### src/sv/cidt_pkg.sv
package cidt_pkg;

    // identifier length accepted by insert and erase
    localparam logic [7:0] ID_BYTES = 8'd4;

    // request kinds
    localparam logic [1:0] REQ_INSERT = 2'd0;
    localparam logic [1:0] REQ_ERASE  = 2'd1;
    localparam logic [1:0] REQ_LOOKUP = 2'd2;

    // result status codes
    localparam logic [1:0] ST_OK       = 2'd0;
    localparam logic [1:0] ST_PRESENT  = 2'd1;
    localparam logic [1:0] ST_NOTFOUND = 2'd2;
    localparam logic [1:0] ST_ERROR    = 2'd3;

    // request item
    typedef struct packed {
        logic [1:0]  req_type;
        logic [31:0] device_id;
        logic [7:0]  id_length;
    } t_req;

    // result item
    typedef struct packed {
        logic [1:0] status;
        logic [3:0] position;
        logic [4:0] entry_count;
    } t_rsp;

    // per-cell control from the sequencer
    typedef struct packed {
        logic cmp;
        logic load;
        logic shift;
    } t_cell_ctl;

endpackage

### src/sv/cidt_cell.sv
module cidt_cell (
    input  logic                 i_clk,
    input  cidt_pkg::t_cell_ctl  i_ctl,
    input  logic                 i_live,
    input  logic [31:0]          i_key,
    input  logic [31:0]          i_next,
    output logic [31:0]          o_entry,
    output logic                 o_hit
);

    logic [31:0] r_entry;
    logic [31:0] n_entry;
    logic        r_hit;

    // entry update: load the key, take the upper neighbor's entry, or hold
    always_comb begin
        n_entry = r_entry;
        if (i_ctl.load) begin
            n_entry = i_key;
        end else if (i_ctl.shift) begin
            n_entry = i_next;
        end
    end

    always_ff @(posedge i_clk) begin
        r_entry <= n_entry;
    end

    // compare against the key while this slot holds a valid entry
    always_ff @(posedge i_clk) begin
        if (i_ctl.cmp) begin
            r_hit <= i_live && (r_entry == i_key);
        end
    end

    assign o_entry = r_entry;
    assign o_hit   = r_hit;

endmodule

### src/sv/cidt_sel.sv
module cidt_sel #(
    parameter int DEPTH = 16
) (
    input  logic                     i_clk,
    input  logic                     i_en,
    input  logic [DEPTH-1:0]         i_hit,
    output logic                     o_any,
    output logic [DEPTH-1:0]         o_ge,
    output logic [$clog2(DEPTH)-1:0] o_pos
);

    localparam int PW = $clog2(DEPTH);

    logic [DEPTH-1:0] w_ge;
    logic [DEPTH-1:0] w_first;
    logic [PW-1:0]    w_pos;
    logic [DEPTH-1:0] r_ge;
    logic [PW-1:0]    r_pos;
    logic             r_any;

    // prefix or by doubling: slots at or above the first hit
    always_comb begin
        w_ge = i_hit;
        for (int k = 0; k < PW; k++) begin
            w_ge = w_ge | (w_ge << (1 << k));
        end
    end

    // one-hot first hit and its index
    always_comb begin
        w_first = w_ge & ~(w_ge << 1);
        w_pos   = '0;
        for (int i = 0; i < DEPTH; i++) begin
            if (w_first[i]) begin
                w_pos = w_pos | PW'(i);
            end
        end
    end

    always_ff @(posedge i_clk) begin
        if (i_en) begin
            r_ge  <= w_ge;
            r_pos <= w_pos;
            r_any <= |i_hit;
        end
    end

    assign o_any = r_any;
    assign o_ge  = r_ge;
    assign o_pos = r_pos;

endmodule

### src/sv/compacted_id_table_top.sv
// compacted device-id table
// keeps a gap-free list of up to DEPTH 32-bit ids in a row of cells plus
// an entry count. requests come in on i_in_* (valid/ready), results leave
// on o_out_* (valid/ready), one result per request.
// insert appends a new id, erase removes the first match and every later
// cell takes its upper neighbor's entry, lookup reports the first match.
// sequence: a request is taken in the idle state; the compare state
// compares the key in every cell, the select state picks the first hit,
// the update state commits the update and loads the result register. the
// next request can be taken once the sequencer is back in idle, so a new
// request is not taken before the last one is through.
// if the result register still holds an untaken result, the commit waits
// in its final step until the receiver takes it; the table does not
// change until then.
// reset empties the table (count zero) and drops any pending result; cell
// contents are left as they are and never read until rewritten.
module compacted_id_table_top #(
    parameter int DEPTH = 16
) (
    input  logic             i_clk,
    input  logic             i_rst_n,
    input  logic             i_in_valid,
    output logic             o_in_ready,
    input  cidt_pkg::t_req   i_in_data,
    output logic             o_out_valid,
    input  logic             i_out_ready,
    output cidt_pkg::t_rsp   o_out_data
);

    localparam int CW = $clog2(DEPTH + 1);
    localparam int PW = $clog2(DEPTH);

    localparam logic [1:0] S_IDLE = 2'd0;
    localparam logic [1:0] S_CMP  = 2'd1;
    localparam logic [1:0] S_SEL  = 2'd2;
    localparam logic [1:0] S_UPD  = 2'd3;

    logic [1:0]           r_state;
    logic [1:0]           n_state;
    cidt_pkg::t_req       r_req;
    logic [CW-1:0]        r_count;
    logic [CW-1:0]        n_count;
    logic                 r_out_valid;
    cidt_pkg::t_rsp       r_out;
    cidt_pkg::t_rsp       n_out;

    logic                 w_in_xfer;
    logic                 w_commit;
    logic                 w_do_insert;
    logic                 w_do_erase;
    logic                 w_full;
    logic                 w_len_ok;
    logic [1:0]           w_status;
    logic                 w_report_pos;

    logic [DEPTH-1:0]     w_hit;
    logic [DEPTH-1:0]     w_ge;
    logic                 w_any;
    logic [PW-1:0]        w_pos;
    logic [31:0]          w_entry [DEPTH];
    cidt_pkg::t_cell_ctl  w_ctl [DEPTH];
    logic [DEPTH-1:0]     w_live;

    logic [PW+3:0]        w_pos_ext;
    logic [CW+4:0]        w_count_ext;

    assign o_in_ready = (r_state == S_IDLE);
    assign w_in_xfer  = i_in_valid && o_in_ready;
    assign w_commit   = (r_state == S_UPD) && (!r_out_valid || i_out_ready);

    // sequencer
    always_comb begin
        n_state = r_state;
        case (r_state)
            S_IDLE: begin
                if (w_in_xfer) begin
                    n_state = S_CMP;
                end
            end
            S_CMP:  n_state = S_SEL;
            S_SEL:  n_state = S_UPD;
            S_UPD: begin
                if (w_commit) begin
                    n_state = S_IDLE;
                end
            end
            default: n_state = S_IDLE;
        endcase
    end

    always_ff @(posedge i_clk) begin
        if (!i_rst_n) begin
            r_state <= S_IDLE;
        end else begin
            r_state <= n_state;
        end
    end

    // request capture
    always_ff @(posedge i_clk) begin
        if (w_in_xfer) begin
            r_req <= i_in_data;
        end
    end

    // request decode once the first hit is known
    assign w_full   = (r_count == CW'(DEPTH));
    assign w_len_ok = (r_req.id_length == cidt_pkg::ID_BYTES);

    always_comb begin
        w_do_insert  = 1'b0;
        w_do_erase   = 1'b0;
        w_report_pos = 1'b0;
        w_status     = cidt_pkg::ST_ERROR;
        case (r_req.req_type)
            cidt_pkg::REQ_INSERT: begin
                if (w_any) begin
                    w_status = cidt_pkg::ST_PRESENT;
                end else if (w_full || !w_len_ok) begin
                    w_status = cidt_pkg::ST_ERROR;
                end else begin
                    w_status    = cidt_pkg::ST_OK;
                    w_do_insert = 1'b1;
                end
            end
            cidt_pkg::REQ_ERASE: begin
                if (!w_any) begin
                    w_status = cidt_pkg::ST_NOTFOUND;
                end else if (!w_len_ok) begin
                    w_status = cidt_pkg::ST_ERROR;
                end else begin
                    w_status   = cidt_pkg::ST_OK;
                    w_do_erase = 1'b1;
                end
            end
            cidt_pkg::REQ_LOOKUP: begin
                if (w_any) begin
                    w_status     = cidt_pkg::ST_OK;
                    w_report_pos = 1'b1;
                end else begin
                    w_status = cidt_pkg::ST_NOTFOUND;
                end
            end
            default: w_status = cidt_pkg::ST_ERROR;
        endcase
    end

    // entry count
    always_comb begin
        n_count = r_count;
        if (w_commit && w_do_insert) begin
            n_count = r_count + CW'(1);
        end else if (w_commit && w_do_erase) begin
            n_count = r_count - CW'(1);
        end
    end

    always_ff @(posedge i_clk) begin
        if (!i_rst_n) begin
            r_count <= '0;
        end else begin
            r_count <= n_count;
        end
    end

    // row of cells, each fed by its upper neighbor; the last cell is fed by its own entry
    for (genvar g = 0; g < DEPTH; g++) begin : g_cell
        assign w_live[g]      = (CW'(g) < r_count);
        assign w_ctl[g].cmp   = (r_state == S_CMP);
        assign w_ctl[g].load  = w_commit && w_do_insert && (CW'(g) == r_count);
        assign w_ctl[g].shift = w_commit && w_do_erase && w_ge[g] && (CW'(g + 1) < r_count);

        if (g == DEPTH - 1) begin : g_last
            cidt_cell u_cell (
                .i_clk   (i_clk),
                .i_ctl   (w_ctl[g]),
                .i_live  (w_live[g]),
                .i_key   (r_req.device_id),
                .i_next  (w_entry[g]),
                .o_entry (w_entry[g]),
                .o_hit   (w_hit[g])
            );
        end else begin : g_mid
            cidt_cell u_cell (
                .i_clk   (i_clk),
                .i_ctl   (w_ctl[g]),
                .i_live  (w_live[g]),
                .i_key   (r_req.device_id),
                .i_next  (w_entry[g + 1]),
                .o_entry (w_entry[g]),
                .o_hit   (w_hit[g])
            );
        end
    end

    // first-hit select
    cidt_sel #(
        .DEPTH (DEPTH)
    ) u_sel (
        .i_clk (i_clk),
        .i_en  (r_state == S_SEL),
        .i_hit (w_hit),
        .o_any (w_any),
        .o_ge  (w_ge),
        .o_pos (w_pos)
    );

    // result assembly
    assign w_pos_ext   = {4'b0, w_pos};
    assign w_count_ext = {5'b0, n_count};

    always_comb begin
        n_out.status      = w_status;
        n_out.position    = w_report_pos ? w_pos_ext[3:0] : 4'd0;
        n_out.entry_count = w_count_ext[4:0];
    end

    // result register
    always_ff @(posedge i_clk) begin
        if (!i_rst_n) begin
            r_out_valid <= 1'b0;
        end else if (w_commit) begin
            r_out_valid <= 1'b1;
        end else if (i_out_ready) begin
            r_out_valid <= 1'b0;
        end
    end

    always_ff @(posedge i_clk) begin
        if (w_commit) begin
            r_out <= n_out;
        end
    end

    assign o_out_valid = r_out_valid;
    assign o_out_data  = r_out;

endmodule

### config.mk
export PLATFORM = sky130hd
export DESIGN_NAME = compacted_id_table_top
export DESIGN_NICKNAME = d
export VERILOG_FILES = /design/src/sv/cidt_pkg.sv /design/src/sv/cidt_cell.sv /design/src/sv/cidt_sel.sv /design/src/sv/compacted_id_table_top.sv
export SDC_FILE = /design/constraint.sdc
export NUM_CORES = 1
export LEC_CHECK = 0
export ABC_AREA = 1
export BUFFER_PORTS_ARGS = -buffer_cell sky130_fd_sc_hd__buf_2
export CORE_MARGIN = 1
export CORE_UTILIZATION = 45
export CTS_CLUSTER_DIAMETER = 30
export DETAILED_ROUTE_END_ITERATION = 6
export SYNTH_ARGS = -nofsm -noshare
export SYNTH_HDL_FRONTEND = slang
export SYNTH_HIERARCHICAL = 1
export SYNTH_SLANG_ARGS = --single-unit
### constraint.sdc
create_clock -name i_clk -period 4 [get_ports i_clk]
set_input_delay 0.8 -clock i_clk [delete_from_list [all_inputs] [get_ports i_clk]]
set_output_delay 0.8 -clock i_clk [all_outputs]
set_load 0.02 [all_outputs]
==> metrics.txt <==
Critical Path Sink g_cell[9].g_mid.u_cell/o_entry[1]$_DFFE_PP_; Max transition margin 0.168; CTS Root Cell clkbuf_16; Critical R2R Capture g_cell[9].g_mid.u_cell/o_entry[1]$_DFFE_PP_; Switching Share 0.268; Die ar. between 70000 and 80000 sq um; # setup viols final 0; internal power between 15000 and 20000 uW; clock slew at reported path FFs 50 ps; share of layout cells above drive strength 1 0.115; Total Nets Final roughly 4.7k; final antenna-violating net count 0; worst hold path class input port to flip-flop; Max-cap violations 0; Core Util, Final 0.547; Yosys cell types 39; vias in the first global route around 28k; Critical Path RT 4340 ps; Total Power roughly 23000 uW; Synth Area in XOR/XNOR 0.0290; outcome finished, final reports clean; crit path max fanout 32; main combinational cell family by area after synthesis simple AND/OR/NAND/NOR gates; Mapped Area ~35000 sq um; crit path DAT roughly 3400 ps; Die Wd between 200 and 300 microns; TritonCTS sink count a little over 600; First-pass DRT Iterations 6; minimum clock period a little over 3000 ps; largest area contributor in the netlist edfxtp_1; Max rail drop VDD ~340 uV; htree depth 4; Synth Area in Adders 0.00324; EDFF count, synth approximately 600; ys async rst share 0; hold_buf cts 0; vias per cell just under 5; post-synthesis sequential element count 609; Die Ht approximately 280 microns; Reg power frac 0.323; CTS max path bufs 3; Ports between 50 and 60; core area about 76000 sq um; count leader, synth nand2_1; Initial Util 0.456; Sequential Area between 15000 and 20000 sq um; Synth Flop Type edfxtp_1; Synth Area in Simple Gates 0.271; Setup TNS 0 ps; top cells by count, synth nand2_1, edfxtp_1, inv_1; Synth Net Count around 4.5k; Critical Path Start r_count[0]$_SDFF_PN0_; Fin. Hold Viols 0; n_diodes 0; routability cong. between 0.8 and 0.9; Sw Pwr between 6000 and 7000 uW; reg2reg path depth 10; Syn Area/Cell 7.76 sq um; Clock power frac 0.547; CTS Buf Count 150; Synth warnings 6; Post-Syn Instances between 4k and 5k; Hold Slack ~260 ps; Least-Margin Pin Slew 1250 ps; Site Rows roughly 100; antenna violations before repair 0; # DRC 0; pwr dens between 500 and 600 nW/um^2; Post CTS Setup Buffer Count 0; Pleak just over 0.02 uW; post-cts resize count 0; Area growth, synth to finish 19.9%; clk_lat worst skew approximately 700 ps; Vias 28.6k; Fmax between 0.3 and 0.4 GHz; DR WL/cell ~17 microns; Final period util 0.760; largest net degree at the start of global routing 56; top cells by area, synth edfxtp_1, nand2_1, inv_1, o21ai_1, nor2_1; sequential fraction of the synthesis area 0.524; CTS tree done; Inst Count DP ~5.5k; Setup crit start kind flip-flop; Multi-input gate area 13300 sq um; Synth Area in Compound Gates 0.0798; RSZ-0062 raised after global routing no; CP Capture Type flip-flop; critical register-to-register path startpoint r_count[0]$_SDFF_PN0_; Comb power frac 0.130; Yosys top cell area share 0.519; fin cells approximately 5.8k; gr ovfl total 0; IO buf count 58; initial DRC count roughly 2.2k; mux cell area share after synthesis 0; CP Class flip-flop to flip-flop; Setup Skew 26.2 ps; Final Max Slew Viols 0; setup slack, reg-to-reg just under 1000 ps; DPL Wire Length between 60 and 70 mm; Fillers ~7k; Hold Startpoint i_in_data[6]; Overall Global Routing Usage 0.257; first-pass GRT wire length between 150 and 200 mm; Total Wirelength ~100 mm
power by group through the flow:
stage	clock network (uW)	registers [uW]	logic [uW]
after floorplan	0	7800	1530
after global placement	0	7540	2910
after detailed placement	0	7530	2950
final	12600	7430	2980
after CTS	12700	7420	2970
after global routing	13100	7430	3300
cell families after synthesis:
| family | Yosys count |
|---|---|
| adder cells (fa/ha/maj) | 9 |
| buffers and inverters | 835 |
| AO/OA/AOI/OAI | 535 |
| XOR/XNOR | 115 |
| AND/OR/NAND/NOR | 2376 |
| flip-flops | 609 |
layer usage:
metal,up-vias,part of all wire,GRT usage
met4,0,0.028,0.0923
met2,712,0.49,0.438
met1,13300,0.43,0.328
met3,188,0.055,0.0426
met5,-,0,0
li1,14500,-,-
through the flow:
step           setup slack, ps  cell area [sq um]
3_3_place_gp               850              36400
3_5_place_dp               858              36400
2_1_floorplan              908              34800
5_1_grt                    748              41700
4_1_cts                   1000              41700
6_report                   962              41700
state kept, by name (all words and copies together) (netlist names):
signal	cells
o_out_valid	1
r_state	2
g_cell.g_last.u_cell/o_entry	32
g_cell.g_last.u_cell/o_hit	1
g_cell.g_mid.u_cell/o_entry	480
u_sel/o_ge	16
g_cell.g_mid.u_cell/o_hit	15
o_out_data	11
u_sel/o_pos	4
r_req	42
r_count	5
worst max-delay path: stages (launching register included):
cell,delay (ps)
dfxtp_1,550
inv_2,120
ha_1,250
nand3_1,140
nand4_2,260
inv_2,200
nand2_1,140
nor3_2,230
buf_4,240
or2_1,120
buf_4,370
area by class of cell:
class	instances	share of cell area
clock buffers	172	0.0951
clock inverters	102	0.0306
flip-flops and latches	609	0.437
multi-input cells	3035	0.319
repair buffers	132	0.0211
well taps	1030	0.0309
inverters	733	0.0660
layout by cell type (no fill, tap or decap), types with 17 or more instances in the layout:
master / Yosys / routed
nand2_1: 1906 / 1906
clkinv_2: 0 / 20
nand3_1: 49 / 49
o21ai_0: 230 / 230
clkinv_1: 3 / 36
o21ai_1: 258 / 258
nand3_2: 20 / 20
or2_1: 32 / 32
buf_4: 1 / 72
xor2_1: 51 / 51
clkbuf_16: 0 / 156
nor3_2: 17 / 17
edfxtp_1: 601 / 601
bufinv_16: 0 / 28
buf_2: 66 / 58
xnor2_1: 64 / 64
inv_1: 594 / 594
inv_2: 136 / 136
nor2_1: 322 / 322
o211ai_1: 17 / 17
worst min-delay path by stage:
| stage | end | slack [ps] | cells after the start |
|---|---|---|---|
| after global routing | r_req[27]$_DFFE_PP_ | 230 | 1 |
| after CTS | r_req[19]$_DFFE_PP_ | 220 | 1 |
| final | r_req[6]$_DFFE_PP_ | 260 | 1 |
| after floorplan | r_state[1]$_SDFFE_PN0P_ | 490 | 2 |
| after global placement | o_out_valid$_SDFFE_PN0P_ | 500 | 2 |
| after detailed placement | o_out_valid$_SDFFE_PN0P_ | 520 | 2 |
Note: power is estimated with default switching activity, not from simulation.
